--- config.mk ---
export PLATFORM = sky130hd
export DESIGN_NAME = flptm_ctrl
export DESIGN_NICKNAME = d
export VERILOG_FILES = /design/src/sv/flptm_pkg.sv /design/src/sv/flptm_ctrl.sv
export SDC_FILE = /design/constraint.sdc
export NUM_CORES = 1
export LEC_CHECK = 0
export BUFFER_PORTS_ARGS = -buffer_cell sky130_fd_sc_hd__buf_2
export CAP_MARGIN = 20
export CORE_AREA = 8 8 45 47
export DETAILED_ROUTE_END_ITERATION = 6
export DIE_AREA = 0 0 53 55
export GPL_ROUTABILITY_DRIVEN = 0
export REMOVE_ABC_BUFFERS = 1
export SLEW_MARGIN = 40
export SYNTH_ARGS = -nofsm -noshare
export SYNTH_HDL_FRONTEND = slang
export SYNTH_SLANG_ARGS = --single-unit
--- constraint.sdc ---
create_clock -name i_clk -period 1.5 [get_ports i_clk]
set_clock_uncertainty 0.1 [all_clocks]
set_input_delay 0.15 -clock i_clk [delete_from_list [all_inputs] [get_ports i_clk]]
set_output_delay 0.15 -clock i_clk [all_outputs]
set_load 0.005 [all_outputs]
--- src/sv/flptm_pkg.sv ---
// Shared types and constants for the four-level page table mapper.
package flptm_pkg;

    localparam int POOL_PAGES = 64;
    localparam int ENTRIES_PER_TABLE = 512;
    localparam int IDX_W = $clog2(ENTRIES_PER_TABLE);
    localparam int PAGE_W = $clog2(POOL_PAGES);
    localparam int NFP_W = $clog2(POOL_PAGES + 1);
    localparam int ADDR_W = PAGE_W + IDX_W;
    localparam int FRAME_W = 40;
    localparam int VPAGE_W = 36;
    localparam int USABLE_W = 7;
    localparam int CFG_IDX_W = 2;

    localparam logic [CFG_IDX_W-1:0] CFG_TABLE_BASE = 2'd0;
    localparam logic [CFG_IDX_W-1:0] CFG_POOL_USABLE = 2'd1;

    typedef enum logic [1:0] {
        ST_DONE      = 2'd0,
        ST_EXHAUSTED = 2'd1,
        ST_ABSENT    = 2'd2
    } t_status;

    localparam logic OP_MAP = 1'b0;
    localparam logic OP_UNMAP = 1'b1;

    typedef struct packed {
        logic                operation;
        logic [VPAGE_W-1:0]  virtual_page;
        logic [FRAME_W-1:0]  physical_frame;
    } t_req;

    typedef struct packed {
        logic [1:0]          status;
        logic                leaf_was_present;
        logic [VPAGE_W-1:0]  invalidate_page;
        logic                invalidate_valid;
    } t_res;

    // Stored entry: present bit and frame number (flags other than present are constant).
    typedef struct packed {
        logic                present;
        logic [FRAME_W-1:0]  frame;
    } t_entry;

    typedef enum logic [2:0] {
        S_CLEAR,
        S_IDLE,
        S_READ,
        S_CHECK,
        S_ZERO,
        S_LINK
    } t_state;

    typedef struct packed {
        logic    load;
        logic    rd;
        logic    sweep;
        logic    sweep_root;
        logic    link;
        logic    follow;
        logic    leaf;
        logic    done;
        t_status fin_status;
    } t_cmd;

    typedef struct packed {
        logic op;
        logic present;
        logic follow_ok;
        logic pool_ok;
        logic at_leaf;
        logic cnt_last;
    } t_stat;

endpackage

--- src/sv/flptm_ctrl.sv ---
// Walk sequencer: root clear after reset, table reads, allocation and leaf update.
module flptm_ctrl (
    input  logic             i_clk,
    input  logic             i_rst_n,
    input  logic             start,
    output logic             busy,
    input  flptm_pkg::t_stat i_stat,
    output flptm_pkg::t_cmd  o_cmd
);

    flptm_pkg::t_state r_state, n_state;

    always_ff @(posedge i_clk) begin
        if (!i_rst_n) begin
            r_state <= flptm_pkg::S_CLEAR;
        end else begin
            r_state <= n_state;
        end
    end

    always_comb begin
        n_state = r_state;
        o_cmd = '0;
        o_cmd.fin_status = flptm_pkg::ST_DONE;
        busy = 1'b1;
        unique case (r_state)
            flptm_pkg::S_CLEAR: begin
                o_cmd.sweep = 1'b1;
                o_cmd.sweep_root = 1'b1;
                if (i_stat.cnt_last) begin
                    n_state = flptm_pkg::S_IDLE;
                end
            end
            flptm_pkg::S_IDLE: begin
                busy = 1'b0;
                if (start) begin
                    o_cmd.load = 1'b1;
                    n_state = flptm_pkg::S_READ;
                end
            end
            flptm_pkg::S_READ: begin
                o_cmd.rd = 1'b1;
                n_state = flptm_pkg::S_CHECK;
            end
            flptm_pkg::S_CHECK: begin
                if (i_stat.at_leaf) begin
                    o_cmd.leaf = 1'b1;
                    o_cmd.done = 1'b1;
                    n_state = flptm_pkg::S_IDLE;
                end else if (i_stat.present) begin
                    if (i_stat.follow_ok) begin
                        o_cmd.follow = 1'b1;
                        n_state = flptm_pkg::S_READ;
                    end else begin
                        o_cmd.done = 1'b1;
                        o_cmd.fin_status = (i_stat.op == flptm_pkg::OP_UNMAP) ?
                            flptm_pkg::ST_ABSENT : flptm_pkg::ST_EXHAUSTED;
                        n_state = flptm_pkg::S_IDLE;
                    end
                end else if (i_stat.op == flptm_pkg::OP_UNMAP) begin
                    o_cmd.done = 1'b1;
                    o_cmd.fin_status = flptm_pkg::ST_ABSENT;
                    n_state = flptm_pkg::S_IDLE;
                end else if (!i_stat.pool_ok) begin
                    o_cmd.done = 1'b1;
                    o_cmd.fin_status = flptm_pkg::ST_EXHAUSTED;
                    n_state = flptm_pkg::S_IDLE;
                end else begin
                    n_state = flptm_pkg::S_ZERO;
                end
            end
            flptm_pkg::S_ZERO: begin
                o_cmd.sweep = 1'b1;
                if (i_stat.cnt_last) begin
                    n_state = flptm_pkg::S_LINK;
                end
            end
            flptm_pkg::S_LINK: begin
                o_cmd.link = 1'b1;
                n_state = flptm_pkg::S_READ;
            end
            default: begin
                n_state = flptm_pkg::S_IDLE;
            end
        endcase
    end

endmodule

==> run_results.csv, run 1 <==
group,metric,value,unit
place,io_buffers,19,
sta,clock.fmax,682,MHz
logic_synthesis,syn_avg_cell_area,7.44,um^2
grt,grt_max_degree,10,
sta,drv_slew,0,
clock_network,cts_max_level,1,
routing,drt_iter0_markers,2,
logic_synthesis,synth_compound_area_frac,0.239,
die,ios,20,
die,fp.dieW,53,um
sta,setup_violations,0,
clock_network,hold_buffers,0,
clock_network,clock-sinks,3,
logic_synthesis,synth.most_common_cell,"inv_1",
cells_and_area,area_growth,43.3,%
sta,worstMarginPinSlew,0.366,ns
critical_path,max_stage_delay,0.36,ns
clock_network,cts_root_buf,"clkbuf_4",
routing,drt-wirelength-per-cell,11.9,um
critical_path,crit_path_end_kind,"output pin",
sta,rsz0062_at_grt,"yes",
routing,drt_wl_total,904,um
critical_path,cp_max_fo,9,
run,maxCapViolations,0,
die,rows,14,
critical_path,critPathSlowestCell,"dfxtp_4",
worst_hold_path,hp-class,"in -> reg",
critical_path,cp_data_required_time,1.25,ns
die,design.core.area,1380,um^2
sta,finalCritPeriodShare,0.978,
sta,slew_headroom,0.756,
cells_and_area,layout.nets,70,
critical_path,crit_arrival,1.22,ns
worst_hold_path,min_to,"r_state[0]",
critical_path,worstSetupPathType,"reg -> out",
logic_synthesis,yosysSeqAreaShare,0.202,
critical_path,reg2reg_to,"r_state[0]",
clock_network,cts_buffers,3,
critical_path,rrSetupSlack,0.28,ns
clock_network,postCtsSetupBuffers,0,
logic_synthesis,async_flop_share,0,
worst_hold_path,min_from,"i_rst_n",
sta,final.min_clock_period,1.47,ns
clock_network,insertion_delay,0.24,ns
die,start_util,0.215,
grt,grt_first_pass_wirelength,1360,um
die,dieArea,2920,um^2
power,powerDensity,665,nW/um^2
logic_synthesis,synth_area_leader_cell,"dfxtp_1",
logic_synthesis,syn_area,298,um^2
logic_synthesis,synth_cell_type_count,22,
power,p_leak,0.250,nW
logic_synthesis,synthFlopType,"dfxtp_1",
logic_synthesis,synth_top_family_by_area,"simple AND/OR/NAND/NOR gates",
critical_path,startpoint_type,"flip-flop",
grt,track_usage,0.0650,
logic_synthesis,synth_edf_count,0,
grt,grt_pass1_vias,343,
logic_synthesis,synthXorXnorAreaFrac,0,
grt,overflow,0,
cells_and_area,reg_top3,"r_state (3)",
grt,antenna_found_initial,0,
logic_synthesis,yosys-top-cells-area,"dfxtp_1, inv_1, nand3b_4, nor2_1, nor3_1",
critical_path,r2r_start,"r_state[0]",
worst_hold_path,hold_depth,3,
logic_synthesis,ys_seq_elements,3,
die,die_h,55,um
routing,dr_total_vias,356,
power,ir_worst_vdd,0.000285,V
logic_synthesis,postSynthCellCount,40,
logic_synthesis,yosysWarnings,0,
critical_path,crit_chain,"nand3b_4, a311o_1, inv_1, buf_2",
cells_and_area,n_antenna_cell,0,
logic_synthesis,synth_mux_area_frac,0,
logic_synthesis,yosysTopAreaCellShare,0.202,
critical_path,rr_worst_depth,3,
routing,via_per_inst,4.68,
logic_synthesis,synth-simple-area-share,0.391,
clock_network,clkTransAtPathRegs,0.04,ns
routing,drc,0,
outcome,status,"complete, no violations",
clock_network,clk_path_buf_depth,2,
place,place_hpwl,709,um
power,total_power,0.284,mW
clock_network,cts_tree,"done",
cells_and_area,largest_register_ff_count,3,
cells_and_area,regMostFlops,"r_state",
cells_and_area,drive_gt1_frac,0.467,
routing,firstDrtPassIters,5,
logic_synthesis,netlist_top_cells_count,"inv_1, nor2_1, dfxtp_1, nor3_1",
routing,ant_nets,0,
logic_synthesis,synth_fa_ha_area_frac,0,
sta,final_hold_viol_count,0,
sta,tns,0,ns
==> logic make-up after synthesis <==
logic type      Yosys count
compound gates            9
simple gates             18
buf+inv                  10
flops                     3
==> worst max-delay path: cells and delay by family (launching register included) <==
kind | cells | cell delay (ns)
flip-flops | 1 | 0.36
buffers and inverters | 2 | 0.15
AND/OR/NAND/NOR | 1 | 0.18
AO/OA/AOI/OAI | 1 | 0.30
==> cell type report <==
cell class,count,area (um^2)
Clock buffer,4,26.3
Fill cell,168,957
Inverter,7,26.3
Multi-Input combinational cell,27,188
Tap cell,16,20.0
Timing Repair Buffer,19,95.1
Sequential cell,3,71.3
==> report_power, final <==
group / switching (mW) / internal (mW)
Clock: 0.0434 / 0.0998
Sequential: 0.00688 / 0.0796
Combinational: 0.0283 / 0.0260
Total: 0.0785 / 0.205
==> cells in the final DEF (no fill, tap or decap) <==
cell type,n
a211oi_1,2
a21oi_1,2
a222oi_1,1
a311o_1,1
a32o_1,1
and2_2,1
and3_1,2
buf_2,19
clkbuf_1,1
clkbuf_4,3
dfxtp_4,3
inv_1,7
nand2_1,1
nand2b_1,1
nand3b_4,1
nor2_1,5
nor3_1,3
nor3b_1,2
nor4b_1,1
o21bai_1,1
o31a_1,1
or3b_2,1
==> per-layer routing <==
metal | vias up | GRT usage | share of wire
met1 | 159 | 0.0576 | 0.37
met4 | 0 | 0.0647 | 0.021
met5 | - | 0 | 0
met3 | 2 | 0.0481 | 0.14
met2 | 14 | 0.0938 | 0.46
li1 | 181 | - | -
==> stage by stage <==
stage | area [um^2] | setup slack (ns) | std cells | hold WS [ns] | utilization
finish | 427 | 0.0327 | 76 | 0.0659 | 0.308
global route | 427 | -0.0526 | 76 | 0.0641 | 0.308
CTS | 422 | 0.0116 | 76 | 0.0532 | 0.305
detailed placement | 389 | 0.123 | 72 | 0.322 | 0.281
global placement | 389 | 0.150 | 72 | 0.324 | 0.281
floorplan | 274 | 0.280 | 37 | 0.182 | -
==> worst max path at each step <==
stage | startpoint | to | slack (ns)
2_1_floorplan | r_state[0] | o_cmd[2] | 0.28
3_3_place_gp | r_state[0] | o_cmd[2] | 0.15
3_5_place_dp | r_state[0] | o_cmd[2] | 0.12
4_1_cts | r_state[2] | o_cmd[2] | 0.01
5_1_grt | r_state[2] | o_cmd[2] | -0.05
6_report | r_state[2] | o_cmd[2] | 0.03
==> what timing repair did <==
item,CTS,global route
setup endpoints to repair,6,3
cloned,0,0
pin swaps,1,0
hold endpoints to repair,0,0
resized for setup,4,2
(Power assumes the default switching activity.)
==> run 2, diff against run 1 <==
SETUP_SLACK_MARGIN = 0.4   (was unset)
==> run_results.csv, run 2 (synthesis gave the netlist of run 1 again) <==
group,metric,value,unit
sta,tns,0,ns
routing,drt_iter0_markers,7,
die,rows,14,
sta,final.min_clock_period,1.45,ns
cells_and_area,layout.nets,79,
clock_network,cts_buffers,3,
routing,drc,0,
grt,antenna_found_initial,0,
critical_path,crit_path_end_kind,"output pin",
critical_path,cp_data_required_time,1.25,ns
cells_and_area,regMostFlops,"r_state",
power,p_leak,0.305,nW
die,ios,20,
cells_and_area,final_cell_mix,"buf_2, inv_1, buf_4",
clock_network,clock-sinks,3,
cells_and_area,n_antenna_cell,0,
routing,routed.top_layer,"met4",
clock_network,clk_path_buf_depth,2,
run,maxCapViolations,0,
routing,route.met2.wl,434,um
routing,drt-wirelength-per-cell,11.5,um
clock_network,cts_max_level,1,
sta,worstMarginPinSlew,0.369,ns
routing,ant_nets,0,
sta,drv_slew,0,
critical_path,startpoint_type,"flip-flop",
place,place_hpwl,709,um
grt,track_usage,0.0677,
die,start_util,0.215,
grt,grt_max_degree,10,
clock_network,clkTransAtPathRegs,0.04,ns
clock_network,cts_root_buf,"clkbuf_4",
power,total_power,0.314,mW
grt,grt_first_pass_wirelength,1440,um
grt,overflow,0,
cells_and_area,reg_top3,"r_state (3)",
critical_path,cp_max_fo,9,
die,design.core.area,1380,um^2
clock_network,insertion_delay,0.24,ns
place,io_buffers,19,
sta,slew_headroom,0.754,
cells_and_area,drive_gt1_frac,0.667,
sta,finalCritPeriodShare,0.967,
critical_path,worstSetupPathType,"reg -> out",
power,powerDensity,575,nW/um^2
clock_network,cts_tree,"done",
routing,firstDrtPassIters,4,
routing,drt_wl_total,979,um
sta,rsz0062_at_grt,"yes",
routing,via_per_inst,4.61,
sta,setup_violations,0,
routing,met3_wirelength,131,um
sta,final_hold_viol_count,0,
die,dieArea,2920,um^2
die,die_h,55,um
worst_hold_path,hp-class,"in -> reg",
critical_path,crit_arrival,1.20,ns
routing,dr_total_vias,392,
sta,clock.fmax,690,MHz
cells_and_area,area_growth,83.2,%
cells_and_area,largest_register_ff_count,3,
outcome,status,"complete, no violations",
routing,wl_met1,380,um
grt,grt_pass1_vias,351,
power,ir_worst_vdd,0.000302,V
clock_network,hold_buffers,0,
die,fp.dieW,53,um
cells_and_area,final_common_cell,"buf_2",
[run 2: changes by cell type in the layout (fill, tap and decap cells not counted), moves of 2 or more]
cell,delta
nor3_2,+2
buf_6,+4
nor2_2,+3
nor2_1,-3
a211oi_1,-2
nor3_1,-2
buf_4,+6
a211oi_2,+2
[run 2: report_power, final]
part / switching [mW] / internal (mW) / total, mW
Clock: 0.0476 / 0.100 / 0.148
Combinational: 0.0369 / 0.0433 / 0.0802
Sequential: 0.00625 / 0.0795 / 0.0857
[run 2: routing by layer]
| metal | vias to the layer above | track usage |
|---|---|---|
| met1 | 170 | 0.0636 |
| met4 | 0 | 0.0647 |
| met5 | - | 0 |
| met2 | 16 | 0.0977 |
| li1 | 202 | - |
| met3 | 4 | 0.0455 |
[run 2: final cells by class]
cell class / count / area [um^2]
well taps: 16 / 20.0
inverters: 7 / 26.3
flip-flops and latches: 3 / 71.3
clock buffers: 4 / 26.3
repair buffers: 28 / 180
fillers: 151 / 838
multi-input cells: 27 / 221
[run 2: worst paths after layout]
check | start | endpoint | slack [ns] | cells after the start
min | i_rst_n | r_state[0] | 0.08 | 3
max | r_state[1] | o_cmd[2] | 0.05 | 4
max reg2reg | r_state[0] | r_state[0] | 0.22 | 5
min reg2reg | r_state[2] | r_state[2] | 0.44 | 1
[run 2: per-stage QoR]
step,util,hold slack (ns),std cells,instance area [um^2],setup slack (ns)
2_1_floorplan,-,0.182,37,274,0.280
3_3_place_gp,0.281,0.324,72,389,0.150
3_5_place_dp,0.281,0.322,72,389,0.123
4_1_cts,0.381,0.0710,84,527,0.0401
5_1_grt,0.394,0.0782,85,546,-0.0205
6_report,0.394,0.0784,85,546,0.0500
[run 2: critical path: stages (launching register included)]
cell and delay, ns:
dfxtp_4 0.41, nand3b_4 0.10, a311o_1 0.29, inv_1 0.05
buf_2 0.10
[run 2: timing repair]
| action | CTS | global route |
|---|---|---|
| gates resized for setup | 17 | 3 |
| endpoints found under the setup margin | 14 | 14 |
| endpoints found under the hold margin | 0 | 0 |
| pin swaps | 7 | 2 |
| buffers inserted | 8 | 1 |
==> run 3, diff against run 2 <==
CELL_PAD_IN_SITES_DETAIL_PLACEMENT = 2   (was unset)
CELL_PAD_IN_SITES_GLOBAL_PLACEMENT = 2   (was unset)
CORE_AREA = unset   (was 8 8 45 47)
CORE_MARGIN = 8   (was unset)
CORE_UTILIZATION = 18   (was unset)
DIE_AREA = unset   (was 0 0 53 55)
PLACE_DENSITY_LB_ADDON = 0.1   (was unset)
==> run_results.csv, run 3 (synthesis gave the netlist of run 1 again) <==
group,metric,value,unit
die,dieArea,3210,um^2
critical_path,cp_max_fo,5,
sta,final_hold_viol_count,0,
sta,setup_violations,0,
cells_and_area,layout.nets,83,
cells_and_area,area_growth,97.1,%
sta,fin_ws,0.0598,ns
critical_path,worstSetupPathType,"reg -> out",
die,design.core.area,1520,um^2
sta,rsz0062_at_grt,"yes",
grt,track_usage,0.0780,
clock_network,clkTransAtPathRegs,0.04,ns
clock_network,cts_max_level,1,
cells_and_area,nFillCells,193,
place,dpl_worst_slack,0.0931,ns
routing,dr_total_vias,414,
critical_path,max_stage_delay,0.34,ns
sta,final.min_clock_period,1.44,ns
cells_and_area,stdcell_area,587,um^2
cells_and_area,largest_register_ff_count,3,
clock_network,insertion_delay,0.23,ns
cells_and_area,final_common_cell,"buf_2",
grt,grt_pass1_vias,476,
critical_path,startpoint_type,"flip-flop",
routing,drc,0,
run,maxCapViolations,0,
power,total_power,0.314,mW
sta,tns,0,ns
power,ir_worst_vdd,0.000366,V
critical_path,cp_data_required_time,1.25,ns
power,switching_share,0.292,
die,rows,14,
power,power_frac_comb,0.262,
outcome,status,"complete, no violations",
place,place_hpwl,876,um
critical_path,crit_chain,"nand3b_4, a311o_1, inv_1, buf_2",
cells_and_area,final_cell_mix,"buf_2, buf_4, inv_1",
clock_network,clk_path_buf_depth,2,
routing,drt_wl_total,1280,um
critical_path,critPathSlowestCell,"dfxtp_4",
die,die_h,56.7,um
clock_network,cts_buffers,3,
place,postPlaceCellArea,389,um^2
routing,drt_iter0_markers,5,
sta,finalCritPeriodShare,0.960,
cells_and_area,reg_top3,"r_state (3)",
sta,slew_headroom,0.761,
clock_network,clock-sinks,3,
sta,drv_slew,0,
power,p_seq_frac,0.278,
power,powerDensity,535,nW/um^2
place,io_buffers,19,
grt,overflow,0,
die,start_util,0.195,
cells_and_area,regMostFlops,"r_state",
die,ios,20,
cells_and_area,n_antenna_cell,0,
sta,clock.fmax,694,MHz
routing,drt-wirelength-per-cell,14.3,um
grt,grt_first_pass_wirelength,2090,um
power,p_leak,0.336,nW
clock_network,hold_buffers,0,
power,p_int,0.222,mW
critical_path,crit_arrival,1.19,ns
sta,worstMarginPinSlew,0.359,ns
worst_hold_path,hp-class,"in -> reg",
power,p_switching,0.0916,mW
die,fp.dieW,56.7,um
clock_network,cts_tree,"done",
routing,firstDrtPassIters,4,
cells_and_area,drive_gt1_frac,0.699,
power,pwr-share-clk,0.460,
routing,via_per_inst,4.65,
routing,ant_nets,0,
grt,antenna_found_initial,0,
clock_network,cts_root_buf,"clkbuf_4",
grt,grt_max_degree,8,
critical_path,crit_path_end_kind,"output pin",
## run 3: cell types whose count changed in the layout (fill, tap and decap cells not counted), sizes merged
| cell | previous run | this run |
|---|---|---|
| buf | 28 | 32 |
## run 3: final timing paths
kind	cells after the start	slack [ns]	to	startpoint
max	4	0.06	o_cmd[2]	r_state[2]
min	2	0.09	r_state[2]	i_rst_n
max reg2reg	5	0.17	r_state[0]	r_state[2]
min reg2reg	2	0.54	r_state[2]	r_state[2]
## run 3: through the flow
step	std cells	utilization	hold WS (ns)
finish	89	0.385	0.0943
global route	89	0.385	0.110
CTS	87	0.367	0.0804
detailed placement	72	0.255	0.324
global placement	72	0.255	0.318
floorplan	37	-	0.182
## run 3: cell type report
class | count | area [um^2] | share of cell area
flip-flops and latches | 3 | 71.3 | 0.122
inverters | 7 | 26.3 | 0.0448
repair buffers | 32 | 200 | 0.341
well taps | 16 | 20.0 | 0.0341
multi-input cells | 27 | 243 | 0.414
clock buffers | 4 | 26.3 | 0.0448
## run 3: metal layers
metal | vias to the layer above | global-route usage | routed length, um
met5 | - | 0 | 0
met4 | 0 | 0 | 0
met3 | 0 | 0.0427 | 92
met2 | 14 | 0.141 | 609
met1 | 194 | 0.0813 | 575
li1 | 206 | - | -
## run 3: power groups by stage
stage	clock, mW	sequential, mW	combinational (mW)
after floorplan	0	0.0897	0.0255
after global placement	0	0.0912	0.0564
after detailed placement	0	0.0915	0.0556
after CTS	0.151	0.0871	0.0770
after global routing	0.155	0.0878	0.0916
final	0.144	0.0871	0.0822
## run 3: critical path, delay by kind of cell (launching register included)
kind / cells / cell delay [ns]
flops: 1 / 0.34
simple gates: 1 / 0.17
buf+inv: 2 / 0.16
compound gates: 1 / 0.29
## run 3: repair_timing
action	4_1_cts	5_1_grt
pin swaps	8	3
gates resized for setup	18	2
endpoints found under the setup margin	14	14
buffers inserted	11	2
